### config.mk
export PLATFORM = sky130hd
export DESIGN_NAME = amr_oad_parser
export DESIGN_NICKNAME = d
export VERILOG_FILES = /design/src/rtl/amr_oad_pkg.sv /design/src/rtl/amr_oad_parser.sv
export SDC_FILE = /design/constraint.sdc
export NUM_CORES = 1
export LEC_CHECK = 0
export BUFFER_PORTS_ARGS = -buffer_cell sky130_fd_sc_hd__buf_2
export CAP_MARGIN = 20
export CORE_MARGIN = 2
export CORE_UTILIZATION = 54
export DETAILED_ROUTE_END_ITERATION = 7
export GPL_ROUTABILITY_DRIVEN = 0
export PLACE_DENSITY = 0.79
export SETUP_SLACK_MARGIN = 0.2
export SYNTH_ARGS = -nofsm -noshare
export SYNTH_HDL_FRONTEND = slang
export SYNTH_SLANG_ARGS = --single-unit
export TNS_END_PERCENT = 50
### constraint.sdc
create_clock -name clk_i -period 8.2 [get_ports clk_i]
set_input_delay 1.64 -clock clk_i [delete_from_list [all_inputs] [get_ports clk_i]]
set_output_delay 1.64 -clock clk_i [all_outputs]
set_load 0.02 [all_outputs]
### src/rtl/amr_oad_pkg.sv
// shared types, codes and the frame size table of the octet-aligned amr depacketizer
// no dependencies
package amr_oad_pkg;

  localparam int unsigned AMR_OAD_MAX_PAYLOAD = 2048;
  localparam int unsigned CFG_IDX_W = 2;

  localparam logic [CFG_IDX_W-1:0] CFG_ENABLE     = 2'd0;
  localparam logic [CFG_IDX_W-1:0] CFG_CRC_MODE   = 2'd1;
  localparam logic [CFG_IDX_W-1:0] CFG_INTERLEAVE = 2'd2;

  localparam logic CMD_PUSH  = 1'b0;
  localparam logic CMD_DRAIN = 1'b1;

  localparam logic KIND_STATUS = 1'b0;
  localparam logic KIND_DATA   = 1'b1;

  localparam logic [2:0] STATUS_OK          = 3'd0;
  localparam logic [2:0] STATUS_NOT_ENABLED = 3'd1;
  localparam logic [2:0] STATUS_TOO_SHORT   = 3'd2;
  localparam logic [2:0] STATUS_BAD_ILV     = 3'd3;
  localparam logic [2:0] STATUS_BAD_TYPE    = 3'd4;
  localparam logic [2:0] STATUS_LENGTH      = 3'd5;
  localparam logic [2:0] STATUS_OVERFLOW    = 3'd6;

  typedef struct packed {
    logic        kind;
    logic [7:0]  out_byte;
    logic        last_out;
    logic [2:0]  status;
    logic [3:0]  cmr_value;
    logic [11:0] frame_total;
  } amr_oad_result_t;

  function automatic logic [4:0] amr_frame_size(logic [3:0] ft);
    logic [4:0] sz;
    case (ft)
      4'd0:    sz = 5'd12;
      4'd1:    sz = 5'd13;
      4'd2:    sz = 5'd15;
      4'd3:    sz = 5'd17;
      4'd4:    sz = 5'd19;
      4'd5:    sz = 5'd20;
      4'd6:    sz = 5'd26;
      4'd7:    sz = 5'd31;
      4'd8:    sz = 5'd5;
      default: sz = 5'd0;
    endcase
    return sz;
  endfunction

  function automatic logic amr_type_invalid(logic [3:0] ft);
    return (ft >= 4'd9) && (ft <= 4'd14);
  endfunction

endpackage

### src/rtl/amr_oad_parser.sv
// load side: stores payload words, parses cmr, ill/ilp and toc, builds the status word
// depends on amr_oad_pkg
module amr_oad_parser
  import amr_oad_pkg::*;
#(
  parameter int unsigned MAX_PAYLOAD = AMR_OAD_MAX_PAYLOAD,
  localparam int unsigned AW = $clog2(MAX_PAYLOAD),
  localparam int unsigned CW = $clog2(MAX_PAYLOAD + 1)
) (
  input  logic            clk_i,
  input  logic            rst_ni,
  input  logic            push_i,
  input  logic [7:0]      byte_i,
  input  logic            last_i,
  input  logic            enable_i,
  input  logic            crc_mode_i,
  input  logic            interleave_i,
  output logic            we_o,
  output logic [AW-1:0]   waddr_o,
  output logic [7:0]      wdata_o,
  output logic            res_valid_o,
  output amr_oad_result_t res_o,
  output logic            start_o,
  output logic [CW-1:0]   frames_o,
  output logic [CW-1:0]   crcs_o
);

  localparam int unsigned TW = CW + 5;
  localparam int unsigned SW = CW + 6;

  logic [CW-1:0] cnt_q, cnt_d;
  logic          toc_open_q, toc_open_d;
  logic [CW-1:0] frame_q, frame_d;
  logic [CW-1:0] nonempty_q, nonempty_d;
  logic [TW-1:0] data_q, data_d;
  logic [2:0]    err_q, err_d;
  logic [3:0]    cmr_q, cmr_d;

  logic [CW-1:0]    hdr;
  logic [3:0]       ft;
  logic [4:0]       fsize;
  logic [CW-1:0]    plen;
  logic [CW-1:0]    crcs;
  logic [SW-1:0]    need;
  logic [2:0]       status;
  logic [CW+11:0]   frame_wide;

  assign hdr   = interleave_i ? CW'(2) : CW'(1);
  assign ft    = byte_i[6:3];
  assign fsize = amr_frame_size(ft);

  always_comb begin
    cnt_d      = cnt_q;
    toc_open_d = toc_open_q;
    frame_d    = (cnt_q == '0) ? '0 : frame_q;
    cmr_d      = (cnt_q == '0) ? 4'd0 : cmr_q;
    nonempty_d = nonempty_q;
    data_d     = data_q;
    err_d      = err_q;
    we_o       = 1'b0;
    if (push_i) begin
      if (cnt_q >= CW'(MAX_PAYLOAD)) begin
        err_d = STATUS_OVERFLOW;
      end else begin
        we_o  = 1'b1;
        cnt_d = cnt_q + CW'(1);
        if (cnt_q == '0) begin
          cmr_d = byte_i[7:4];
        end else if (cnt_q < hdr) begin
          if ((byte_i[3:0] > byte_i[7:4]) && (err_q == STATUS_OK)) begin
            err_d = STATUS_BAD_ILV;
          end
        end else if (toc_open_q && (err_q == STATUS_OK)) begin
          if (amr_type_invalid(ft)) begin
            err_d      = STATUS_BAD_TYPE;
            toc_open_d = 1'b0;
          end else begin
            if (fsize != 5'd0) begin
              data_d     = data_q + TW'(fsize);
              nonempty_d = nonempty_q + CW'(1);
            end
            frame_d = frame_q + CW'(1);
            if (cnt_q == '0) begin
              frame_d = CW'(1);
            end
            if (!byte_i[7]) begin
              toc_open_d = 1'b0;
            end
          end
        end
      end
    end
  end

  assign crcs = crc_mode_i ? nonempty_d : '0;
  assign plen = (cnt_d > hdr) ? (cnt_d - hdr) : '0;
  assign need = SW'(frame_d) + SW'(crcs) + SW'(data_d);

  always_comb begin
    if (!enable_i) begin
      status = STATUS_NOT_ENABLED;
    end else if (err_d == STATUS_OVERFLOW) begin
      status = STATUS_OVERFLOW;
    end else if (cnt_d < CW'(2)) begin
      status = STATUS_TOO_SHORT;
    end else if (err_d != STATUS_OK) begin
      status = err_d;
    end else if (need > SW'(plen)) begin
      status = STATUS_LENGTH;
    end else begin
      status = STATUS_OK;
    end
  end

  assign frame_wide = {12'd0, frame_d};

  always_comb begin
    res_o             = '0;
    res_o.kind        = KIND_STATUS;
    res_o.status      = status;
    res_o.cmr_value   = cmr_d;
    res_o.frame_total = frame_wide[11:0];
  end

  assign res_valid_o = push_i && last_i;
  assign start_o     = res_valid_o && (status == STATUS_OK) && (frame_d != '0);
  assign frames_o    = frame_d;
  assign crcs_o      = crcs;
  assign waddr_o     = cnt_q[AW-1:0];
  assign wdata_o     = byte_i;

  always_ff @(posedge clk_i or negedge rst_ni) begin
    if (!rst_ni) begin
      cnt_q      <= '0;
      toc_open_q <= 1'b1;
      frame_q    <= '0;
      nonempty_q <= '0;
      data_q     <= '0;
      err_q      <= STATUS_OK;
      cmr_q      <= 4'd0;
    end else if (push_i) begin
      frame_q <= frame_d;
      cmr_q   <= cmr_d;
      if (last_i) begin
        cnt_q      <= '0;
        toc_open_q <= 1'b1;
        nonempty_q <= '0;
        data_q     <= '0;
        err_q      <= STATUS_OK;
      end else begin
        cnt_q      <= cnt_d;
        toc_open_q <= toc_open_d;
        nonempty_q <= nonempty_d;
        data_q     <= data_d;
        err_q      <= err_d;
      end
    end
  end

endmodule

# == Word-level counts from Yosys, hierarchy flattened ==
# Memories as Yosys holds them, arrays and structs flattened.
# Index checks and enable logic that the tools add are counted.
# word_totals
ff_bits,61
latchBits,0
mem_bits_rw,0
mem_bits_ro,80
inputBits,15
out_inout_bits,75
wordCells,97
mem_count,1
# op_classes
add_sub_neg,7
n_mul,0
n_div,0
order_cmp,8
eq_ne,5
n_shift,0
n_mux,55
n_bitwise,0
n_reduce_logical,14
# mem_list
name,words,word_bits,read_ports,rd_clocked_by_memory_dff,write_ports,line_no,source
(no name shown),16,5,1,0,0,amr_oad_pkg.sv:37,case (ft)
# op_table
operator,count
12-bit 2-to-1 mux,20
17-bit 2-to-1 mux,8
3-bit 2-to-1 mux,13
12-bit by 1-bit adder with 12-bit output (second input constant),3
13-bit by 17-bit adder with 18-bit output,1
18-bit by 12-bit greater-than comparator with 1-bit output,1
17-bit by 5-bit adder with 17-bit output,1
4-bit 2-to-1 mux,4
12-bit by 12-bit adder with 13-bit output,1
12-bit greater-or-equal comparator (second input constant),1
12-bit by 2-bit greater-than comparator with 1-bit output,1
12-bit logical NOT,1
12-bit by 2-bit < comparator with 1-bit output,1
12-bit by 2-bit < comparator with 1-bit output (second input constant),1
12-bit nonzero test,1
12-bit by 2-bit subtractor with 12-bit output,1
1-bit 2-to-1 mux,9
1-bit logical AND,6
3-bit logical NOT,2
2-bit != test (second input constant),3
6-bit AND reduction,1
5-bit nonzero test,1
4-bit greater-or-equal comparator (second input constant),1
4-bit greater-than comparator,1
other kinds (6),6

# == Depth between registers and ports, before layout ==
# Gate-level depths: netlist of the first run.
# An unclocked memory read counts as a cell.
# depth
ltp_word,21
depth_mapped,32
mapped_depth_nobuf,31

# == Worst setup path before layout of the first run ==
# OpenSTA, ideal clock, no wires.
# synth_path
path_type,input to output
from,in byte_i[4]
to,out start_o
arrival_ns,7.412
t_required_ns,6.560
path_slack_ns,-0.852
cell_stages,29
n_path_buf,1
path_cell_list,inv_1 -> ha_1 -> or3b_4 -> a31oi_4 -> and3_1 -> buf_4 -> nand2_1 -> xor2_1 -> nor2_1 -> inv_1 -> fa_1 -> fa_1 -> nor2b_1 -> o21a_1 -> nor2_1 -> o21ai_0 -> o21ai_0 -> o21bai_1 -> a21oi_1 -> xnor2_1 -> ha_1 -> and4_1 -> nand4_1 -> o22ai_1 -> a31oi_1 -> nor4_1 -> nand4_1 -> a211o_1 -> a2111oi_2
# synth_between
word_cells_on_any_way,50
cone_classes,add/sub: 3; order compare: 4; eq/ne: 1; mux: 33; reduce/logical: 8; memory: 1
# synth_rtl
element,line_no,source
from (decl),amr_oad_parser.sv:13,"input logic [7:0] byte_i,"
4-bit greater-or-equal comparator or 4-bit less-or-equal comparator (tied branches),amr_oad_pkg.sv:53,return (ft >= 4'd9) && (ft <= 4'd14);
1-bit logical AND (*),amr_oad_pkg.sv:53,
12-bit 2-to-1 mux (*),amr_oad_parser.sv:74,if (amr_type_invalid(ft)) begin
12-bit 2-to-1 mux (*),amr_oad_parser.sv:73,end else if (toc_open_q && (err_q == STATUS_OK)) begin
12-bit 2-to-1 mux (*),amr_oad_parser.sv:69,end else if (cnt_q < hdr) begin
12-bit 2-to-1 mux (*),amr_oad_parser.sv:67,if (cnt_q == '0) begin
12-bit 2-to-1 mux (*),amr_oad_parser.sv:62,if (cnt_q >= CW'(MAX_PAYLOAD)) begin
12-bit 2-to-1 mux (*),amr_oad_parser.sv:61,if (push_i) begin
via frames_o[2],amr_oad_parser.sv:24,"output logic [CW-1:0] frames_o,"
[3 not listed],n/a,
3-bit 2-to-1 mux,amr_oad_parser.sv:108,end else if (need > SW'(plen)) begin
3-bit 2-to-1 mux,amr_oad_parser.sv:106,end else if (err_d != STATUS_OK) begin
3-bit 2-to-1 mux,amr_oad_parser.sv:104,end else if (cnt_d < CW'(2)) begin
3-bit 2-to-1 mux,amr_oad_parser.sv:102,end else if (err_d == STATUS_OVERFLOW) begin
3-bit 2-to-1 mux,amr_oad_parser.sv:100,if (!enable_i) begin
3-bit logical NOT,amr_oad_parser.sv:126,assign start_o = res_valid_o && (status == STATUS_OK) && (frame_d != '0);
1-bit logical AND,amr_oad_parser.sv:126,
1-bit logical AND (*),amr_oad_parser.sv:126,
to (decl),amr_oad_parser.sv:23,"output logic start_o,"
# The timed path passes the listed nets; every way through them passes the cells marked *.

==> impl_metrics.py, run 1 <==
metrics = {
    "placed_design": {
        "portBuffers": 79,
        "dp_cells": 1057,
        "dp.final_hpwl_mm": 15.00,
    },
    "worst_setup_path": {
        "worstPathRequired_ps": 6560,
        "arrival_ps": 7410,
        "rr_worst_depth": 10,
        "cpPeakStageDelay_ps": 530,
        "critical-path-slowest-cell": "fa_2",
        "crit_type": "in -> out",
        "startpoint_type": "input pin",
        "end_kind": "primary output",
        "worstPathMaxFanout": 4,
    },
    "sta": {
        "fin_ws_ps": -854.6,
        "worstMarginPinSlew_ps": 840.0,
        "finalHoldViolCount": 0,
        "fin_worst_skew_ps": 7.889,
        "setup_viol": 3,
        "rsz0062_at_grt": "yes",
        "period_share_pct": 110.4,
        "final_max_slew_viol_count": 0,
        "period_needed_ps": 9055,
        "relSlewSlack_pct": 44.00,
        "fin_setup_tns_ps": -2437,
        "max_freq_mhz": 110.4,
    },
    "power": {
        "leakagePower_nw": 4.072,
        "power_frac_clock_pct": 34.9,
        "peakVddDrop_mv": 0.1192,
        "p_sw_share_pct": 36.05,
        "seqPwrFrac_pct": 29.1,
        "intPower_w": 0.0007249,
        "switchingPower_w": 0.0004086,
        "combPwrFrac_pct": 36.0,
        "p_per_area_mw_per_mm2": 138.9,
    },
    "grt": {
        "grt_first_pass_wirelength_mm": 32.49,
        "track_usage_pct": 32.15,
        "grt_pass1_vias": 6561,
        "grt-ovfl-total": 0,
        "antenna_found_initial": 0,
        "grt_max_degree": 62,
    },
    "route": {
        "drc": 0,
        "wirelength_mm": 20.27,
        "first_iter_violations": 781,
        "met1Wirelength_mm": 7.833,
        "routed.top_layer": "met4",
        "met3_length_mm": 1.639,
        "dr_wl_met2_mm": 9.787,
        "avgViaCountPerCell": 6.095,
        "wl_per_cell_um": 18.62,
        "firstDrtPassIters": 6,
        "num_vias": 6637,
        "drtAntennaViolNets": 0,
    },
    "floorplan": {
        "dieHeight_um": 112.4,
        "die_x_um": 112.4,
        "dieArea_sq_mm": 0.01262,
        "row_count": 39,
        "core-area_sq_mm": 0.01142,
        "initial_core_util_pct": 55.52,
        "io-pin-count": 90,
    },
    "clock_network": {
        "cts.htree.levels": 3,
        "clockBufferDepth": 2,
        "holdBufCountCts": 0,
        "cts-root-buf": "clkbuf_16",
        "clk_latency_ps": 340,
        "cts_buffers": 9,
        "cts_tree": "done",
        "clk_pin_slew_worst_paths_ps": 60,
        "cts.sinks": 61,
    },
    "yosys": {
        "synth_cell_types": 73,
        "synth_area_leaders": "dfrtp_1 (24%), ha_1 (9.1%), o21ai_0 (5.8%), buf_4 (5.1%), nand2_1 (4.8%)",
        "async_flop_share_pct": 100.0,
        "ys_ff_latch": 61,
        "yosysWarnings": 0,
        "synth.avg_cell_area_sq_um": 8.066,
        "synth_top_cell_by_area": "dfrtp_1",
        "synth-edff-count": 0,
        "synthCells": 786,
        "syn-cell-area_sq_mm": 0.006340,
        "synth_top_area_share_pct": 23.68,
        "synth_ff_type": "dfrtp_1",
        "yosysSeqAreaShare_pct": 24.10,
    },
    "outcome": {
        "status": "finished with violations",
        "violations": "negative setup slack",
    },
    "cells_and_area": {
        "instances_no_fill": 1089,
        "drive_gt1_share_pct": 31.50,
        "antenna_cells": 0,
        "nFillCells": 834,
        "nNetsFinal": 1017,
        "syn2layout_area_growth_pct": 28.68,
    },
    "run": {
        "maxCapViolations": 0,
    },
    "min_path": {
        "hold_depth": 1,
        "hold_path_class": "reg -> reg",
    },
}
==> worst paths after layout <==
kind	start	to	slack (ps)
min in group asynchronous	rst_ni	nonempty_q[11]	1490
worst max-delay path	byte_i[4]	res_o[16]	-850
worst min-delay path	cmr_q[1]	cmr_q[1]	480
worst min register to register	cmr_q[1]	cmr_q[1]	480
max in group asynchronous	rst_ni	frame_q[3]	6160
worst max register to register	toc_open_q	data_q[7]	5270
==> per-stage QoR <==
| stage | power [W] | util [%] | instance area (sq um) | setup WS [ps] | hold slack, ps |
|---|---|---|---|---|---|
| 2_1_floorplan | 0.0005936 | - | 6603 | -481.3 | 453.6 |
| 5_1_grt | 0.001179 | 71.44 | 8158 | -1074 | 496.6 |
| 6_report | 0.001133 | 71.44 | 8158 | -854.6 | 479.8 |
| 3_3_place_gp | 0.0006960 | 66.34 | 7575 | -949.9 | 461.8 |
| 3_5_place_dp | 0.0007096 | 66.34 | 7575 | -1149 | 469.9 |
| 4_1_cts | 0.001120 | 70.98 | 8105 | -791.9 | 484.8 |
==> cells in the mapped netlist, types with 10 or more instances <==
master	instances
nand3_1	26
ha_1	46
and3_1	14
buf_4	43
nand4_1	18
dfrtp_1	60
a21oi_1	35
nor3_1	11
xor2_1	22
o21ai_0	73
nand2_1	81
a21o_1	10
nor2_1	50
fa_1	15
nand2b_1	15
clkbuf_1	24
inv_1	62
o31ai_1	14
o2bb2ai_1	12
xnor2_1	34
==> registers in the layout (all words and copies together), names as in the netlist <==
name and flops:
cnt_q 12, err_q 3, data_q 17, cmr_q 4
toc_open_q 1, frame_q 12, nonempty_q 12
==> cell usage in the layout, fill, tap and decap left out, types with 11 or more instances in the layout <==
| cell type | n |
|---|---|
| a21oi_1 | 31 |
| buf_2 | 75 |
| buf_4 | 122 |
| dfrtp_1 | 60 |
| fa_1 | 11 |
| ha_1 | 39 |
| inv_1 | 55 |
| nand2_1 | 79 |
| nand2b_1 | 12 |
| nand3_1 | 25 |
| nand4_1 | 18 |
| nor2_1 | 42 |
| nor3_1 | 11 |
| o21ai_0 | 66 |
| o2bb2ai_1 | 12 |
| o31ai_1 | 14 |
| xnor2_1 | 32 |
| xor2_1 | 21 |
==> cell families (layout without fill, tap and decap cells) <==
logic type | after synthesis | after routing | share of synthesized area (%)
muxes | 7 | 7 | 1.145
and+or+nand+nor | 269 | 269 | 22.38
DFF | 61 | 61 | 24.10
xor gates and xnor gates | 56 | 56 | 7.736
adders and majority gates | 61 | 61 | 13.81
AOI/OAI and AO/OA | 196 | 196 | 20.07
other | 1 | 10 | 0.05915
buffers and inverters | 135 | 286 | 10.70
==> area by class of cell <==
type	instances	area, sq um	share of cell area [%]
tap	143	178.9	2.193
multi-input combinational	599	4472	54.82
sequential	61	1528	18.73
inverter	64	260.3	3.190
timing repair buffer	206	1418	17.38
clock inverter	5	58.81	0.7209
clock buffer	11	242.7	2.975
==> power by group through the flow <==
stage	logic, W	clock network (W)	registers (W)
floorplan	0.000262	0	0.000332
global placement	0.000362	0	0.000334
detailed placement	0.000375	0	0.000335
CTS	0.000397	0.000393	0.000330
global route	0.000440	0.000407	0.000332
finish	0.000408	0.000395	0.000330
==> worst max-delay path, delay by kind of cell <==
kind,cells,cell delay [ps]
AO/OA/AOI/OAI,10,1560
XOR/XNOR,2,260
adder cells (fa/ha/maj),6,1980
buffers and inverters,6,620
multiplexers,2,500
AND/OR/NAND/NOR,6,830
==> repair_timing <==
action / in CTS / in global routing
setup endpoints to repair: 3 / 3
pin swaps: 29 / 2
resized for setup: 32 / 9
buffers inserted: 15 / 0
==> metal layers <==
layer	vias up	GRT usage (%)
met4	0	17.40
met2	374	53.49
met5	-	0
met3	82	6.102
met1	3158	39.55
li1	3023	-
(Power assumes the default switching activity.)
==> run 2, diff against run 1 <==
--- a/config.mk
+++ b/config.mk
@@ -11,8 +11,10 @@
 export CORE_UTILIZATION = 54
 export DETAILED_ROUTE_END_ITERATION = 7
 export GPL_ROUTABILITY_DRIVEN = 0
+export GPL_TIMING_DRIVEN = 0
 export PLACE_DENSITY = 0.79
 export SETUP_SLACK_MARGIN = 0.2
+export SKIP_LAST_GASP = 1
 export SYNTH_ARGS = -nofsm -noshare
 export SYNTH_HDL_FRONTEND = slang
 export SYNTH_SLANG_ARGS = --single-unit
==> impl_metrics.py, run 2 (synthesized netlist as in run 1, its figures left out) <==
metrics = {
    "outcome": {
        "status": "finished with violations",
        "violations": "negative setup slack",
    },
    "grt": {
        "met3_usage_pct": 5.886,
        "antenna_found_initial": 0,
        "grt_first_pass_wirelength_mm": 31.02,
        "use_met1_pct": 40.95,
        "grt_most_used_layer": "met2",
        "grt_max_degree": 62,
        "grt-ovfl-total": 0,
        "grt_pass1_vias": 6028,
        "track_usage_pct": 30.91,
        "gr-usage-met2_pct": 47.99,
    },
    "floorplan": {
        "initial_core_util_pct": 55.52,
        "row_count": 39,
        "core-area_sq_mm": 0.01142,
        "dieArea_sq_mm": 0.01262,
        "io-pin-count": 90,
        "die_x_um": 112.4,
        "dieHeight_um": 112.4,
    },
    "placed_design": {
        "dp_slack_ps": -1558,
        "dp.final_hpwl_mm": 14.01,
        "dp_cells": 1014,
        "portBuffers": 76,
    },
    "cells_and_area": {
        "antenna_cells": 0,
        "nNetsFinal": 980,
        "final_common_cell": "nand2_1",
        "seq_area_sq_mm": 0.001528,
        "utilization_pct": 68.84,
        "syn2layout_area_growth_pct": 23.98,
        "final_cell_mix": "nand2_1 (80), buf_2 (73), o21ai_0 (67), buf_4 (63), dfrtp_1 (60)",
        "nFillCells": 946,
        "largest_reg_flops": 17,
        "instances_no_fill": 1051,
        "multi_input_area_sq_mm": 0.004531,
        "drive_gt1_share_pct": 26.21,
        "largest-register": "data_q",
    },
    "worst_setup_path": {
        "worstPathMaxFanout": 6,
        "worstPathRequired_ps": 6560,
        "critical-path-slowest-cell": "fa_1",
        "cpPeakStageDelay_ps": 540,
        "critPathLaunch": "byte_i[3]",
        "rr_worst_depth": 8,
        "crit_type": "in -> out",
        "arrival_ps": 7420,
        "reg2reg_to": "frame_q[11]",
        "crit_end": "start_o",
        "r2r_setup_slack_ps": 5220,
        "end_kind": "primary output",
        "startpoint_type": "input pin",
        "rr_startpoint": "cnt_q[5]",
    },
    "sta": {
        "fin_worst_skew_ps": 10.64,
        "final_max_slew_viol_count": 0,
        "finalHoldViolCount": 0,
        "fin_ws_ps": -858.6,
        "rsz0062_at_grt": "yes",
        "worstMarginPinSlew_ps": 848.4,
        "relSlewSlack_pct": 43.44,
        "setup_viol": 3,
        "period_needed_ps": 9059,
        "max_freq_mhz": 110.4,
        "period_share_pct": 110.5,
    },
    "power": {
        "peakVddDrop_mv": 0.09805,
        "leakagePower_nw": 3.797,
        "finalPower_w": 0.001126,
        "p_per_area_mw_per_mm2": 143.3,
    },
    "clock_network": {
        "cts-root-buf": "clkbuf_16",
        "clk_pin_slew_worst_paths_ps": 50,
        "cts_tree": "done",
        "cts.sinks": 61,
        "cts.htree.levels": 3,
        "clockBufferDepth": 2,
        "holdBufCountCts": 0,
        "cts_buffers": 9,
        "clk_latency_ps": 350,
    },
    "route": {
        "avgViaCountPerCell": 6.020,
        "drtAntennaViolNets": 0,
        "wl_per_cell_um": 18.27,
        "first_iter_violations": 694,
        "num_vias": 6327,
        "firstDrtPassIters": 7,
        "wirelength_mm": 19.21,
        "drc": 0,
    },
    "min_path": {
        "hold_depth": 1,
        "hold_path_class": "reg -> reg",
    },
    "run": {
        "maxCapViolations": 0,
    },
}
-- run 2: cell types whose count changed in the layout (fill, tap and decap cells not counted), sizes merged --
cell	change
buf	-62
clkbuf	+25
clkinvlp	-2
clkdlybuf4s18	+1
clkinv	+1
inv	-1
-- run 2: cell type report --
type	instances	share of cell area, %
clock buffers	12	3.391
flip-flops and latches	61	19.44
inverters	64	3.311
repair buffers	98	7.577
multi-input cells	599	57.64
plain buffers	71	5.810
well taps	143	2.276
clock inverters	3	0.5571
-- run 2: repair_timing --
item,4_1_cts,5_1_grt
pin swaps,44,0
gates resized for setup,40,2
endpoints found under the setup margin,3,3
setup buffers,22,0
-- run 2: worst min-delay path by stage --
| stage | startpoint | endpoint | slack (ps) |
|---|---|---|---|
| 3_5_place_dp | cmr_q[2] | cmr_q[2] | 470 |
| 4_1_cts | cmr_q[2] | cmr_q[2] | 480 |
| 5_1_grt | cmr_q[0] | cmr_q[0] | 490 |
| 3_3_place_gp | cmr_q[0] | cmr_q[0] | 460 |
| 6_report | cmr_q[3] | cmr_q[3] | 480 |
| 2_1_floorplan | cmr_q[0] | cmr_q[0] | 450 |
-- run 2: metrics by stage --
stage	setup TNS [ps]	hold WS [ps]	instance area (sq um)
after floorplan	-978.9	453.6	6603
after global placement	-4136	461.3	7162
after detailed placement	-4324	468.8	7164
after CTS	-2123	481.7	7844
after global routing	-3176	489.3	7860
final	-2507	480.9	7860
-- run 2: layer usage --
metal	vias to the layer above	wire [um]
met2	331	8805
met1	2978	7991
met3	65	1448
met4	0	960
li1	2953	-
met5	-	0
-- run 2: power by group --
part,internal [W],switching (W)
sequential,0.000317,0.0000142
clock,0.000258,0.000145
combinational,0.000149,0.000243
-- run 2: worst max-delay path, delay by kind of cell --
family / cells / cell delay, ps
AOI/OAI and AO/OA: 10 / 1740
xor gates and xnor gates: 2 / 310
adders and majority gates: 4 / 1370
buffers and inverters: 4 / 530
and+or+nand+nor: 11 / 1830
