==> src/rtl/amr_oad_pkg.sv <==
// shared types, codes and the frame size table of the octet-aligned amr depacketizer
// no dependencies
package amr_oad_pkg;

  localparam int unsigned AMR_OAD_MAX_PAYLOAD = 2048;
  localparam int unsigned CFG_IDX_W = 2;

  localparam logic [CFG_IDX_W-1:0] CFG_ENABLE     = 2'd0;
  localparam logic [CFG_IDX_W-1:0] CFG_CRC_MODE   = 2'd1;
  localparam logic [CFG_IDX_W-1:0] CFG_INTERLEAVE = 2'd2;

  localparam logic CMD_PUSH  = 1'b0;
  localparam logic CMD_DRAIN = 1'b1;

  localparam logic KIND_STATUS = 1'b0;
  localparam logic KIND_DATA   = 1'b1;

  localparam logic [2:0] STATUS_OK          = 3'd0;
  localparam logic [2:0] STATUS_NOT_ENABLED = 3'd1;
  localparam logic [2:0] STATUS_TOO_SHORT   = 3'd2;
  localparam logic [2:0] STATUS_BAD_ILV     = 3'd3;
  localparam logic [2:0] STATUS_BAD_TYPE    = 3'd4;
  localparam logic [2:0] STATUS_LENGTH      = 3'd5;
  localparam logic [2:0] STATUS_OVERFLOW    = 3'd6;

  typedef struct packed {
    logic        kind;
    logic [7:0]  out_byte;
    logic        last_out;
    logic [2:0]  status;
    logic [3:0]  cmr_value;
    logic [11:0] frame_total;
  } amr_oad_result_t;

  function automatic logic [4:0] amr_frame_size(logic [3:0] ft);
    logic [4:0] sz;
    case (ft)
      4'd0:    sz = 5'd12;
      4'd1:    sz = 5'd13;
      4'd2:    sz = 5'd15;
      4'd3:    sz = 5'd17;
      4'd4:    sz = 5'd19;
      4'd5:    sz = 5'd20;
      4'd6:    sz = 5'd26;
      4'd7:    sz = 5'd31;
      4'd8:    sz = 5'd5;
      default: sz = 5'd0;
    endcase
    return sz;
  endfunction

  function automatic logic amr_type_invalid(logic [3:0] ft);
    return (ft >= 4'd9) && (ft <= 4'd14);
  endfunction

endpackage

==> src/rtl/amr_oad_drain.sv <==
// drain side: walks toc entries and frame data in the payload memory, one word per request
// depends on amr_oad_pkg
module amr_oad_drain
  import amr_oad_pkg::*;
#(
  parameter int unsigned MAX_PAYLOAD = AMR_OAD_MAX_PAYLOAD,
  localparam int unsigned AW = $clog2(MAX_PAYLOAD),
  localparam int unsigned CW = $clog2(MAX_PAYLOAD + 1)
) (
  input  logic            clk_i,
  input  logic            rst_ni,
  input  logic            start_i,
  input  logic            interleave_i,
  input  logic [CW-1:0]   frames_i,
  input  logic [CW-1:0]   crcs_i,
  input  logic            push_i,
  input  logic            req_i,
  input  logic [7:0]      rdata_i,
  output logic            re_o,
  output logic [AW-1:0]   raddr_o,
  output logic            busy_o,
  output logic            res_valid_o,
  output amr_oad_result_t res_o
);

  logic          active_q, active_d;
  logic          pend_q, pend_d;
  logic          pend_toc_q, pend_toc_d;
  logic          past_q, past_d;
  logic [CW-1:0] toc_q, toc_d;
  logic [CW-1:0] ptr_q, ptr_d;
  logic [CW-1:0] frames_q, frames_d;
  logic [4:0]    left_q, left_d;

  logic [CW-1:0] addr;
  logic [CW-1:0] hdr;
  logic [CW+1:0] ptr_start;
  logic [7:0]    word;
  logic [4:0]    left_now;

  assign hdr       = interleave_i ? CW'(2) : CW'(1);
  assign ptr_start = (CW+2)'(hdr) + (CW+2)'(frames_i) + (CW+2)'(crcs_i);
  assign word      = past_q ? 8'd0 : rdata_i;

  always_comb begin
    active_d    = active_q;
    pend_toc_d  = pend_toc_q;
    toc_d       = toc_q;
    ptr_d       = ptr_q;
    frames_d    = frames_q;
    left_d      = left_q;
    left_now    = left_q;
    addr        = toc_q;
    re_o        = 1'b0;
    res_valid_o = 1'b0;
    res_o       = '0;
    res_o.kind  = KIND_DATA;

    if (pend_q) begin
      if (pend_toc_q) begin
        res_o.out_byte = {1'b0, word[6:0]};
        left_now       = amr_frame_size(word[6:3]);
      end else begin
        res_o.out_byte = word;
      end
      left_d      = left_now;
      res_valid_o = 1'b1;
      if ((frames_q == '0) && (left_now == 5'd0)) begin
        res_o.last_out = 1'b1;
        active_d       = 1'b0;
      end
    end

    pend_d = req_i && active_q;
    if (pend_d) begin
      re_o = 1'b1;
      if (left_q != 5'd0) begin
        addr       = ptr_q;
        ptr_d      = ptr_q + CW'(1);
        left_d     = left_q - 5'd1;
        pend_toc_d = 1'b0;
      end else begin
        toc_d      = toc_q + CW'(1);
        pend_toc_d = 1'b1;
        if (frames_q != '0) begin
          frames_d = frames_q - CW'(1);
        end
      end
    end

    if (push_i) begin
      active_d = 1'b0;
    end
    if (start_i) begin
      active_d = 1'b1;
      toc_d    = hdr;
      ptr_d    = ptr_start[CW-1:0];
      frames_d = frames_i;
      left_d   = 5'd0;
    end
  end

  assign past_d  = addr >= CW'(MAX_PAYLOAD);
  assign raddr_o = addr[AW-1:0];
  assign busy_o  = pend_q;

  always_ff @(posedge clk_i or negedge rst_ni) begin
    if (!rst_ni) begin
      active_q   <= 1'b0;
      pend_q     <= 1'b0;
      pend_toc_q <= 1'b0;
      past_q     <= 1'b0;
      toc_q      <= '0;
      ptr_q      <= '0;
      frames_q   <= '0;
      left_q     <= 5'd0;
    end else begin
      active_q   <= active_d;
      pend_q     <= pend_d;
      pend_toc_q <= pend_toc_d;
      past_q     <= past_d;
      toc_q      <= toc_d;
      ptr_q      <= ptr_d;
      frames_q   <= frames_d;
      left_q     <= left_d;
    end
  end

endmodule

==> config.mk <==
export PLATFORM = sky130hd
export DESIGN_NAME = amr_oad_drain
export DESIGN_NICKNAME = d
export VERILOG_FILES = /design/src/rtl/amr_oad_pkg.sv /design/src/rtl/amr_oad_drain.sv
export SDC_FILE = /design/constraint.sdc
export NUM_CORES = 1
export LEC_CHECK = 0
export BUFFER_PORTS_ARGS = -buffer_cell sky130_fd_sc_hd__buf_2
export CORE_ASPECT_RATIO = 0.8
export CORE_MARGIN = 5
export CORE_UTILIZATION = 51
export CTS_BUF_LIST = sky130_fd_sc_hd__clkbuf_4 sky130_fd_sc_hd__clkbuf_8
export CTS_CLUSTER_DIAMETER = 100
export DETAILED_ROUTE_END_ITERATION = 10
export PLACE_DENSITY = 0.79
export SYNTH_ARGS = -nofsm -noshare
export SYNTH_HDL_FRONTEND = slang
export SYNTH_SLANG_ARGS = --single-unit
==> constraint.sdc <==
create_clock -name clk_i -period 2 [get_ports clk_i]
set_clock_uncertainty 0.05 [all_clocks]
set_input_delay 0.1 -clock clk_i [delete_from_list [all_inputs] [get_ports clk_i]]
set_output_delay 0.1 -clock clk_i [all_outputs]
set_load 0.01 [all_outputs]
# After elaboration in Yosys (flattened, before gate mapping)

Memories as Yosys holds them, arrays and structs flattened.
Index checks and enable logic that the tools add are counted.
Widths: inputs -> output; s select.

Memories: 1
Bits in registers: 45
Output and inout bits: 43
Bits in read-only memories: 80
Logic and storage cells: 62
Bits of input ports: 38

Memory list:

| name            | depth | bits a word | rd ports | clocked after memory_dff | wr ports | line              | RTL |
|---|---|---|---|---|---|---|---|
| (no name shown) | 16    | 5           | 1        | 0                        | 0        | amr_oad_pkg.sv:37 | `case (ft)` |

Magnitude comparators: 1
Add/subtract/negate cells: 6
Eq/ne operators: 1
Mux-type cells: 30
Reduce and logical (&&, ||, !) cells: 15

Operators with widths:

| cell                  | number |
|---|---|
| $mux 12               | 12 |
| $mux 5                | 6 |
| $add 12x1->12 const B | 2 |
| $mux 8                | 2 |
| $add 12x12->12        | 1 |
| $add 2x12->12         | 1 |
| $ge 12x12->1 const B  | 1 |
| $logic_not 12->1      | 1 |
| $reduce_bool 12->1    | 1 |
| $sub 12x1->12 const B | 1 |
| $mux 9                | 1 |
| $mux 1                | 8 |
| $reduce_and 2->1      | 3 |
| $reduce_bool 2->1     | 3 |
| $reduce_bool 3->1     | 2 |
| $logic_not 5->1       | 1 |
| $reduce_bool 5->1     | 1 |
| $sub 5x1->5 const B   | 1 |
| $reduce_and 3->1      | 1 |
| $logic_and 1x1->1     | 2 |
| $mux 2                | 1 |
| $ne 2x2->1 const B    | 1 |

# Depth between registers and ports, before layout

Gate-level depths: netlist of the first run.
An unclocked memory read counts as a cell.

Depth in word-level cells: 10
Mapped depth: 10
Gate-level depth less buffers: 10

# Worst setup path after synthesis of the first run

No wires, ideal clock.

Path type: input-to-reg
From: in interleave_i
To: reg ptr_q[11]
Path buffers: 0
Stages: 9
Data arrival time: 2.053 ns
Data required time: 1.846 ns
Library setup time: 0.104 ns
Setup slack: -0.207 ns
Cells stage by stage: fa_1 > ha_1 > inv_1 > fa_1 > nor2b_1 > o211ai_1 > a211oi_1 > nor2_1 > a221oi_1

Word-level cells in the longest chain between the ends: 4

Ends and longest elaborated chain:

| element              | line                 | RTL |
|---|---|---|
| from (decl)          | amr_oad_drain.sv:13  | `input logic interleave_i,` |
| $mux 2               | amr_oad_drain.sv:41  | `assign hdr = interleave_i ? CW'(2) : CW'(1);` |
| $add 2x12->12        | amr_oad_drain.sv:42  | `assign ptr_start = (CW+2)'(hdr) + (CW+2)'(frames_i) + (CW+2)'(crcs_i);` |
| $add 12x12->12       | amr_oad_drain.sv:42  |  |
| $mux 12              | amr_oad_drain.sv:94  | `if (start_i) begin` |
| to (signal assigned) | amr_oad_drain.sv:123 | `ptr_q <= ptr_d;` |
| to (decl)            | amr_oad_drain.sv:31  | `logic [CW-1:0] ptr_q, ptr_d;` |

Every way passes these cells.
A chain may end at the register's enable or synchronous reset.

# Final worst setup path of the first run

From: reg left_q[1]
To: reg frames_q[4]

Word-level cells in the longest chain between the ends: 3

Ends and longest elaborated chain:

| element                    | line                 | RTL |
|---|---|---|
| from (decl)                | amr_oad_drain.sv:33  | `logic [4:0] left_q, left_d;` |
| from (signal assigned)     | amr_oad_drain.sv:125 | `left_q <= left_d;` |
| $reduce_bool 5->1          | amr_oad_drain.sv:77  | `if (left_q != 5'd0) begin` |
| $ne 2x2->1 (no line)       | -                    |  |
| $reduce_and 3->1 (no line) | -                    |  |
| to (signal assigned)       | amr_oad_drain.sv:124 | `frames_q <= frames_d;` |
| to (decl)                  | amr_oad_drain.sv:32  | `logic [CW-1:0] frames_q, frames_d;` |

Every way passes these cells.

==> results.txt, run 1 <==
Result of the run -> complete, but fails checks
Violations in the final reports -> hold timing, setup timing
Final Instance Area -> 4760 µm²
Syn Std Cell Area -> 3540 µm²
H-Tree Depth -> 2
WL met3 -> 917 µm
Die outline area -> 8730 µm²
Post-Place Cell Area -> 4160 µm²
Number of nets in the finished design -> 607
Initial Utilization -> 51.9%
Insertion delay of the later-clocked pin in the worst-skew pair -> 310 ps
Number of distinct library cells after synthesis -> 55
Global-route wire length before repair -> 15,900 µm
Pins over their slew limit -> 0
Top FF cell, synth -> sky130_fd_sc_hd__dfrtp_1
Number of antenna repair diodes -> 0
Number of nets still failing antenna checks after routing -> 0
Std cell rows -> 27
Sequential Power Share -> 30.5%
Synthesis-stage register bit count -> 45
Post-layout worst setup margin -> -139 ps
Total vias in the final route -> 3,610
EDFF count, synth -> 0
Mean post-synth cell area -> 8.36 µm²
Final Hold Slack -> -2.17 ps
Clock root buffer -> sky130_fd_sc_hd__clkbuf_8
Library cell occupying the most area in the post-synthesis netlist -> sky130_fd_sc_hd__dfrtp_1
Met2 routed wirelength -> 5040 µm
RSZ-0062 raised after global routing -> yes
Maximum net fanout on the critical path -> 3
Sink count of the clock tree -> 45
I/O pin count -> 81
Non-filler instance count after layout -> 630
Endpoint arrival time on the critical path -> 2260 ps
Total half-perimeter wirelength after legalization and detailed placement -> 7320 µm
Period Utilization, post-route -> 107%
Post-route DRC violation count -> 0
Post-Route WL -> 10,600 µm
HP Class -> input pin to flip-flop
Clock share of power -> 15.2%
Die height -> 84.6 µm
Internal Pwr Total -> 2.53 mW
Slew at the pin closest to its max-slew limit -> 590 ps
Tightest slew margin relative to the limit -> 60.7%
Nature of the critical path endpoint -> flip-flop
Fraction of registers with async set/reset -> 100%
Number of buffers created by CTS -> 5
Minimum clock period -> 2140 ps
Placeable core area -> 6820 µm²
DR pass1 iterations -> 5
Final setup fails -> 20
Synthesized instance count -> 424
CP required -> 2120 ps
Final number of hold-violating endpoints -> 1
Aggregate global-route resource usage -> 23.0%
Most frequently used cell type in the post-synthesis netlist -> sky130_fd_sc_hd__nand2_1
Power density normalized to cell area -> 888 nW/µm²
Number of warnings issued by yosys -> 0
Clock Pin Slew Worst Setup and Hold Paths -> 90 ps
Post-DR wirelength/cell -> 16.9 µm
Die extent in x -> 103 µm
Layout overhead on the synthesized area -> 34.3%
Cells after DPL -> 598
Switching part of the total -> 40.2%
Final global-route overflow total -> 0
Worst-case vdd ir drop -> 0.000508 V
Sequential area share after synthesis -> 31.8%
Most frequent cells after synthesis -> sky130_fd_sc_hd__nand2_1, sky130_fd_sc_hd__dfrtp_1, sky130_fd_sc_hd__nor2_1
Area share of the leading cell type in the synthesized netlist -> 31.8%
F_max -> 0.468 GHz
Port Buf Inserts -> 60
CTS Buffer Depth -> 2
Number of antenna violations at the first check in global routing -> 0
Proportion of power drawn by combinational gates -> 54.3%
Via count of the first global-routing pass -> 3,269
Max Cap Viol -> 0
Leak pwr -> 2.25 nW
Met1 wire length -> 4350 µm
Share of cells above drive strength 1 -> 33.7%
Count of routing violations after the opening detailed-route iteration -> 226
Net switching power figure -> 1.70 mW
Maximum number of pins on one net before global-route repair -> 46
Drt via density -> 5.73
RePlAce Congestion -> 0.871
Area contributors post-synth -> sky130_fd_sc_hd__dfrtp_1, sky130_fd_sc_hd__ha_1, sky130_fd_sc_hd__nand2_1
Critical Path Source Type -> flip-flop
Category of the most critical setup path -> flip-flop to flip-flop
Highest routed metal layer -> met4
Clock tree from TritonCTS -> yes
==> worst max-delay path, cell delays in order (launching register included) <==
cell and delay (ps):
sky130_fd_sc_hd__dfrtp_1 410, sky130_fd_sc_hd__inv_2 90, sky130_fd_sc_hd__ha_4 130, sky130_fd_sc_hd__or4b_4 490, sky130_fd_sc_hd__buf_6 160, sky130_fd_sc_hd__nor2_4 180
sky130_fd_sc_hd__buf_6 140, sky130_fd_sc_hd__nand3b_1 90, sky130_fd_sc_hd__a21oi_1 170, sky130_fd_sc_hd__a21oi_1 90
==> cells in the final DEF (no fill, tap or decap), types with 5 or more instances in the layout <==
master,instances
sky130_fd_sc_hd__nand2b_1,5
sky130_fd_sc_hd__nand2_1,53
sky130_fd_sc_hd__mux2i_1,6
sky130_fd_sc_hd__and2_1,8
sky130_fd_sc_hd__nand3_1,10
sky130_fd_sc_hd__or3_1,5
sky130_fd_sc_hd__a21o_1,6
sky130_fd_sc_hd__o21ai_0,16
sky130_fd_sc_hd__ha_1,21
sky130_fd_sc_hd__nand2_2,12
sky130_fd_sc_hd__buf_2,56
sky130_fd_sc_hd__clkbuf_8,7
sky130_fd_sc_hd__xor2_1,12
sky130_fd_sc_hd__a21oi_1,18
sky130_fd_sc_hd__conb_1,20
sky130_fd_sc_hd__nor3_1,10
sky130_fd_sc_hd__o21ai_1,10
sky130_fd_sc_hd__dlygate4sd3_1,8
sky130_fd_sc_hd__nand4_1,9
sky130_fd_sc_hd__inv_1,9
sky130_fd_sc_hd__a31oi_1,7
sky130_fd_sc_hd__nor2_1,27
sky130_fd_sc_hd__dfrtp_1,45
sky130_fd_sc_hd__xnor2_1,22
sky130_fd_sc_hd__inv_2,6
sky130_fd_sc_hd__buf_6,14
sky130_fd_sc_hd__buf_4,48
==> cells by family (layout without fill, tap and decap cells) <==
kind of cell | count (synthesis) | after routing | synth area share (%)
DFF | 45 | 45 | 31.8
AOI/OAI and AO/OA | 83 | 83 | 14.8
other | 2 | 20 | 0.212
xor gates and xnor gates | 34 | 34 | 8.40
buffers and inverters | 49 | 150 | 7.48
adders and majority gates | 27 | 27 | 10.2
and+or+nand+nor | 178 | 178 | 25.5
muxes | 6 | 6 | 1.69
==> per-layer routing <==
metal | GRT usage [%] | up-vias
met5 | 0 | -
met4 | 8.71 | 0
li1 | - | 1667
met3 | 3.24 | 35
met2 | 36.0 | 191
met1 | 31.9 | 1717
==> timing repair <==
action | in CTS | in global routing
pin swaps | 23 | 22
setup endpoints to repair | 29 | 36
gates resized for setup | 36 | 38
hold buffers | 7 | 1
buffers inserted | 8 | 8
hold endpoints to repair | 51 | 1
==> registers in the layout, summed over array words and instances, names as in the netlist <==
signal and cells:
pend_toc_q 1, left_q 5, ptr_q 12, frames_q 12
toc_q 12, past_q 1, busy_o 1, active_q 1
==> area by class of cell <==
class | count | area (µm²)
tap | 87 | 109
timing repair buffer | 127 | 898
clock buffer | 7 | 96.3
fill | 527 | 2060
inverter | 15 | 56.3
sequential | 45 | 1130
clock inverter | 1 | 5.00
multi-input combinational | 348 | 2470
==> final timing paths <==
kind / start / endpoint / slack [ps] / cells past startpoint
worst max-delay path: left_q[1] / frames_q[4] / -140 / 9
worst min register to register: ptr_q[11] / past_q / 500 / 2
max in group asynchronous: rst_ni / toc_q[8] / 1140 / 3
worst max register to register: left_q[1] / frames_q[4] / -140 / 9
worst min-delay path: frames_i[11] / frames_q[11] / -2 / 3
min in group asynchronous: rst_ni / frames_q[11] / 360 / 3
==> power by group through the flow <==
stage                     clock, mW  sequential (mW)  combinational, mW
final                         0.642             1.29               2.30
after global routing          0.683             1.31               2.48
after CTS                     0.645             1.28               2.02
after detailed placement          0             1.28               1.75
after global placement            0             1.27               1.71
after floorplan                   0             1.24               1.06
==> per-stage QoR <==
step | setup WS (ps) | utilization [%] | TNS (ps) | hold slack [ps] | power (mW)
detailed placement | -466 | 60.9 | -2000 | 178 | 3.04
floorplan | -137 | - | -259 | -246 | 2.30
global placement | -376 | 60.9 | -1630 | 173 | 2.98
finish | -139 | 69.8 | -1240 | -2.17 | 4.23
CTS | -70.3 | 66.4 | -454 | 1.82 | 3.94
global route | -192 | 69.8 | -2890 | 20.0 | 4.47
(Power assumes the default switching activity.)
==> run 2, diff against run 1 <==
ABC_AREA = 1   (was default)
CORE_UTILIZATION = 52   (was 51)
REMOVE_ABC_BUFFERS = 1   (was default)
SETUP_SLACK_MARGIN = 0.15   (was default)
==> results.txt, run 2 <==
Leak pwr -> 2.56 nW
HP Class -> input pin to flip-flop
Number of nets in the finished design -> 772
Die height -> 89.0 µm
Final Instance Area -> 4990 µm²
Cell breakdown of the critical path -> inv_2 -> ha_4 -> nand3_4 -> nand2_8 -> clkbuf_16 -> o21ai_0 -> buf_2
Sequential area share after synthesis -> 27.7%
Library cell occupying the most area in the post-synthesis netlist -> sky130_fd_sc_hd__dfrtp_1
RePlAce Congestion -> 0.934
Post-Route WL -> 11,600 µm
Maximum number of pins on one net before global-route repair -> 46
Clock root buffer -> sky130_fd_sc_hd__clkbuf_8
Number of buffers created by CTS -> 5
Non-filler instance count after layout -> 813
Largest family of logic cells by synthesized area -> simple AND/OR/NAND/NOR gates
Critical Path Source Type -> flip-flop
Adder-cell share of the synthesized area -> 8.88%
Slew at the pin closest to its max-slew limit -> 602 ps
Global-route wire length before repair -> 18,000 µm
Clock Pin Slew Worst Setup and Hold Paths -> 110 ps
Number of nets still failing antenna checks after routing -> 0
Most frequent cells after synthesis -> sky130_fd_sc_hd__nand2_1, sky130_fd_sc_hd__inv_1, sky130_fd_sc_hd__nor2_1
Area contributors post-synth -> sky130_fd_sc_hd__dfrtp_1, sky130_fd_sc_hd__nand2_1, sky130_fd_sc_hd__ha_1
Area share of the leading cell type in the synthesized netlist -> 27.7%
Worst path slowest cell -> sky130_fd_sc_hd__dfrtp_1
Category of the most critical setup path -> flip-flop to output pin
Final setup fails -> 0
Final global-route overflow total -> 0
Minimum clock period -> 1830 ps
CP required -> 1850 ps
Synthesis-stage register bit count -> 45
Nature of the critical path endpoint -> output pin
Most frequently used cell type in the post-synthesis netlist -> sky130_fd_sc_hd__nand2_1
Layout overhead on the synthesized area -> 23.0%
Cells after DPL -> 780
Most frequent standard cell in the layout excluding fill and tap cells -> sky130_fd_sc_hd__nand2_1
Post-route DRC violation count -> 0
Fraction of registers with async set/reset -> 100%
Result of the run -> completed
RSZ-0062 raised after global routing -> yes
DR pass1 iterations -> 5
Initial Utilization -> 54.2%
Clock tree from TritonCTS -> yes
CTS Buffer Depth -> 2
Cell depth of the worst hold path -> 3
Via count of the first global-routing pass -> 4,018
Endpoint arrival time on the critical path -> 1680 ps
Post-Place Cell Area -> 4460 µm²
Number of warnings issued by yosys -> 0
Period Utilization, post-route -> 91.5%
Maximum net fanout on the critical path -> 6
H-Tree Depth -> 2
WL met3 -> 1080 µm
Share of synthesized area spent on multiplexers -> 0%
Number of antenna violations at the first check in global routing -> 0
Tightest slew margin relative to the limit -> 59.9%
Die extent in x -> 109 µm
Max Cap Viol -> 0
Met2 routed wirelength -> 5410 µm
R2R setup slack -> 230 ps
Sink count of the clock tree -> 45
Share of cells above drive strength 1 -> 23.9%
Synthesized instance count -> 615
Top FF cell, synth -> sky130_fd_sc_hd__dfrtp_1
Die outline area -> 9690 µm²
Port Buf Inserts -> 60
Worst Setup Slack post-DPL -> -211 ps
Syn Std Cell Area -> 4060 µm²
EDFF count, synth -> 0
Highest routed metal layer -> met4
Insertion delay of the later-clocked pin in the worst-skew pair -> 300 ps
Post-DR wirelength/cell -> 14.3 µm
Drt via density -> 5.47
Post-synthesis share of cell area spent on and, or, nand and nor gates -> 34.6%
Pins over their slew limit -> 0
Mean post-synth cell area -> 6.60 µm²
Number of antenna repair diodes -> 0
Worst r2r path cells -> 11
Final number of hold-violating endpoints -> 0
Power density normalized to cell area -> 784 nW/µm²
Count of routing violations after the opening detailed-route iteration -> 313
Aggregate global-route resource usage -> 22.7%
Top Registers -> frames_q: 12 flops, ptr_q: 12 flops, toc_q: 12 flops
Met1 wire length -> 5010 µm
Total half-perimeter wirelength after legalization and detailed placement -> 8290 µm
Post-layout worst setup margin -> 170 ps
Worst-case vdd ir drop -> 0.000430 V
F_max -> 0.547 GHz
Most used cells in the layout excluding fill and tap cells -> sky130_fd_sc_hd__nand2_1, sky130_fd_sc_hd__nor2_1, sky130_fd_sc_hd__inv_1
Post-synthesis xor/xnor area fraction -> 2.59%
Total vias in the final route -> 4,444
Std cell rows -> 28
Placeable core area -> 7500 µm²
Fraction of the mapped netlist area in compound gates -> 13.6%
I/O pin count -> 81
Number of filler instances in the final layout -> 701
Largest stage delay on the critical path -> 390 ps
Number of distinct library cells after synthesis -> 41
[run 2: changes by cell type in the layout (fill, tap and decap cells not counted), moves of 12 or more]
cell,delta
sky130_fd_sc_hd__buf_4,-15
sky130_fd_sc_hd__xnor2_1,-19
sky130_fd_sc_hd__nor2_1,+36
sky130_fd_sc_hd__buf_6,-12
sky130_fd_sc_hd__o21ai_0,+21
sky130_fd_sc_hd__nand2_1,+114
sky130_fd_sc_hd__inv_1,+51
sky130_fd_sc_hd__nand3_1,+28
[run 2: metal layers]
metal  global-route usage [%]  vias to the layer above
met2                     38.6                      216
li1                         -                     2153
met5                        0                        -
met1                     31.2                     2063
met4                     4.01                        0
met3                     3.83                       12
[run 2: power by group]
part	total [mW]	internal [mW]	switching, mW
Clock	0.603	0.249	0.354
Sequential	1.32	1.10	0.230
Combinational	1.99	0.814	1.17
[run 2: worst paths after layout]
path,end,startpoint
max,raddr_o[3],left_q[1]
min,frames_q[8],frames_i[8]
max reg2reg,frames_q[7],frames_q[1]
min reg2reg,frames_q[10],frames_q[10]
max in group asynchronous,past_q,rst_ni
min in group asynchronous,toc_q[4],rst_ni
[run 2: stage by stage]
stage          TNS [ps]  power [mW]  hold slack, ps  util [%]
2_1_floorplan         0        2.37            -246         -
3_3_place_gp       -509        2.82             181      59.4
3_5_place_dp       -787        2.89             183      59.4
4_1_cts               0        3.58            9.13      62.0
5_1_grt               0        4.20            20.7      66.6
6_report              0        3.91            11.6      66.6
[run 2: worst max-delay path, delay by kind of cell (launching register included)]
family,cells,cell delay (ps)
adder cells (fa/ha/maj),1,160
buffers and inverters,3,410
AND/OR/NAND/NOR,2,200
AO/OA/AOI/OAI,1,210
flip-flops,1,390
[run 2: cells by family (layout without fill, tap and decap cells)]
logic type / count (synthesis) / in the layout
AO/OA/AOI/OAI: 95 / 95
XOR/XNOR: 12 / 12
adder cells (fa/ha/maj): 27 / 27
buffers and inverters: 107 / 182
flip-flops: 45 / 45
other: 2 / 20
AND/OR/NAND/NOR: 327 / 327
[run 2: what timing repair did]
item,4_1_cts,5_1_grt
cloned,0,4
endpoints found under the setup margin,15,25
setup buffers,4,16
hold buffers,1,0
hold endpoints to repair,45,0
pin swaps,4,18
resized for setup,25,45
[run 2: cell type report]
type / count / area, µm² / share of cell area [%]
repair buffers: 99 / 676 / 13.5
clock inverters: 3 / 21.3 / 0.426
repair inverters: 2 / 11.3 / 0.226
well taps: 105 / 131 / 2.63
inverters: 73 / 292 / 5.84
multi-input cells: 481 / 2660 / 53.3
flip-flops and latches: 45 / 1130 / 22.7
clock buffers: 5 / 68.8 / 1.38
==> run 3, diff against run 2 <==
CORE_UTILIZATION = 45   (was 52)
PLACE_DENSITY = 0.7   (was 0.79)
==> results.txt, run 3 (synthesis results as in run 2) <==
CTS Buffer Depth -> 2
Port Buf Inserts -> 60
Total half-perimeter wirelength after legalization and detailed placement -> 8480 µm
Nature of the critical path endpoint -> output pin
Minimum clock period -> 1840 ps
DR pass1 iterations -> 6
Die height -> 95.0 µm
Final number of hold-violating endpoints -> 0
Most used cells in the layout excluding fill and tap cells -> sky130_fd_sc_hd__nand2_1, sky130_fd_sc_hd__inv_1, sky130_fd_sc_hd__nor2_1
Endpoint arrival time on the critical path -> 1690 ps
Number of antenna violations at the first check in global routing -> 0
Share of cells above drive strength 1 -> 25.2%
Number of antenna repair diodes -> 0
Layout overhead on the synthesized area -> 24.4%
RePlAce Congestion -> 0.920
RSZ-0062 raised after global routing -> yes
Clock tree from TritonCTS -> yes
Worst-case vdd ir drop -> 0.000410 V
Period Utilization, post-route -> 92.2%
Post-route DRC violation count -> 0
Critical Path Source Type -> flip-flop
Number of buffers created by CTS -> 5
Die extent in x -> 116 µm
Max Cap Viol -> 0
Most frequent standard cell in the layout excluding fill and tap cells -> sky130_fd_sc_hd__nand2_1
I/O pin count -> 81
Pins over their slew limit -> 0
Leak pwr -> 2.60 nW
Result of the run -> completed
Clock Pin Slew Worst Setup and Hold Paths -> 100 ps
H-Tree Depth -> 2
Die outline area -> 11,000 µm²
Aggregate global-route resource usage -> 21.0%
Global-route wire length before repair -> 18,800 µm
Post-DR wirelength/cell -> 14.4 µm
Count of routing violations after the opening detailed-route iteration -> 313
Initial Utilization -> 45.5%
Maximum number of pins on one net before global-route repair -> 37
F_max -> 0.542 GHz
Clock root buffer -> sky130_fd_sc_hd__clkbuf_8
Number of nets in the finished design -> 778
Maximum net fanout on the critical path -> 5
Cells after DPL -> 791
Final setup fails -> 0
Via count of the first global-routing pass -> 4,052
Total vias in the final route -> 4,440
Std cell rows -> 31
Sink count of the clock tree -> 45
Non-filler instance count after layout -> 829
Final global-route overflow total -> 0
Post-Route WL -> 12,000 µm
Number of nets still failing antenna checks after routing -> 0
Drt via density -> 5.36
Power density normalized to cell area -> 802 nW/µm²
CP required -> 1850 ps
Insertion delay of the later-clocked pin in the worst-skew pair -> 310 ps
Number of filler instances in the final layout -> 850
Final Hold Slack -> 11.6 ps
Post-layout worst setup margin -> 156 ps
HP Class -> input pin to flip-flop
Category of the most critical setup path -> flip-flop to output pin
Top Registers -> frames_q: 12 flops, ptr_q: 12 flops, toc_q: 12 flops
Placeable core area -> 8920 µm²
Worst Setup Slack post-DPL -> -185 ps
[run 3: cell count changes in the layout (fill, tap and decap cells not counted), sizes merged]
cell,previous run,this run
clkinv,5,6
clkinvlp,1,0
buf,96,103
inv,72,70
bufinv,0,1
[run 3: what timing repair did]
action                                  in CTS  in global routing
endpoints found under the hold margin       15                  0
pin swaps                                   14                 18
buffers inserted                            10                 15
resized for setup                           32                 47
cloned                                       0                  4
endpoints found under the setup margin      22                 26
hold buffers                                 1                  0
[run 3: cell type report]
type	instances	area [µm²]	area share, %
Clock buffer	6	76.3	1.51
Clock inverter	2	38.8	0.768
Inverter	73	292	5.77
Multi-Input combinational cell	481	2670	52.8
Sequential cell	45	1130	22.4
Tap cell	115	144	2.85
Timing Repair Buffer	105	691	13.7
Timing Repair inverter	2	11.3	0.223
[run 3: report_power, final]
part	total (mW)	switching, mW	internal (mW)	leakage, nW
clock	0.733	0.343	0.389	0.0588
sequential	1.32	0.230	1.09	0.561
combinational	1.99	1.17	0.820	1.98
total	4.05	1.75	2.30	2.60
[run 3: final timing paths]
path                       depth (start not counted)          from      endpoint  slack [ps]
min in group asynchronous                          2        rst_ni      toc_q[9]         220
setup reg to reg                                  11     left_q[0]   frames_q[3]         180
max in group asynchronous                          3        rst_ni     left_q[3]        1090
hold / removal                                     3   frames_i[8]   frames_q[8]          10
hold reg to reg                                    2  frames_q[10]  frames_q[10]         450
setup / recovery                                   8     left_q[0]    raddr_o[0]         160
[run 3: worst max-delay path: stages, from the launching register on]
cell	delay, ps
sky130_fd_sc_hd__dfrtp_1	410
sky130_fd_sc_hd__inv_2	90
sky130_fd_sc_hd__ha_4	150
sky130_fd_sc_hd__nand3_4	100
sky130_fd_sc_hd__nand2_4	140
sky130_fd_sc_hd__inv_4	60
sky130_fd_sc_hd__buf_6	130
sky130_fd_sc_hd__o21bai_1	160
sky130_fd_sc_hd__buf_2	150
[run 3: through the flow]
step	area [µm²]	power [mW]	utilization [%]	TNS, ps
after floorplan	3910	2.37	-	0
after global placement	4480	2.84	50.2	-489
after detailed placement	4480	2.89	50.2	-723
after CTS	4780	3.80	53.6	0
after global routing	5050	4.33	56.6	0
final	5050	4.05	56.6	0
[run 3: metal layers]
metal  GRT usage, %  share of wire, %  up-vias
li1               -                 -     2152
met4           5.02               1.3        0
met2           33.4                46      166
met1           30.1                46     2107
met5              0                 0        -
met3           2.82               6.8       15
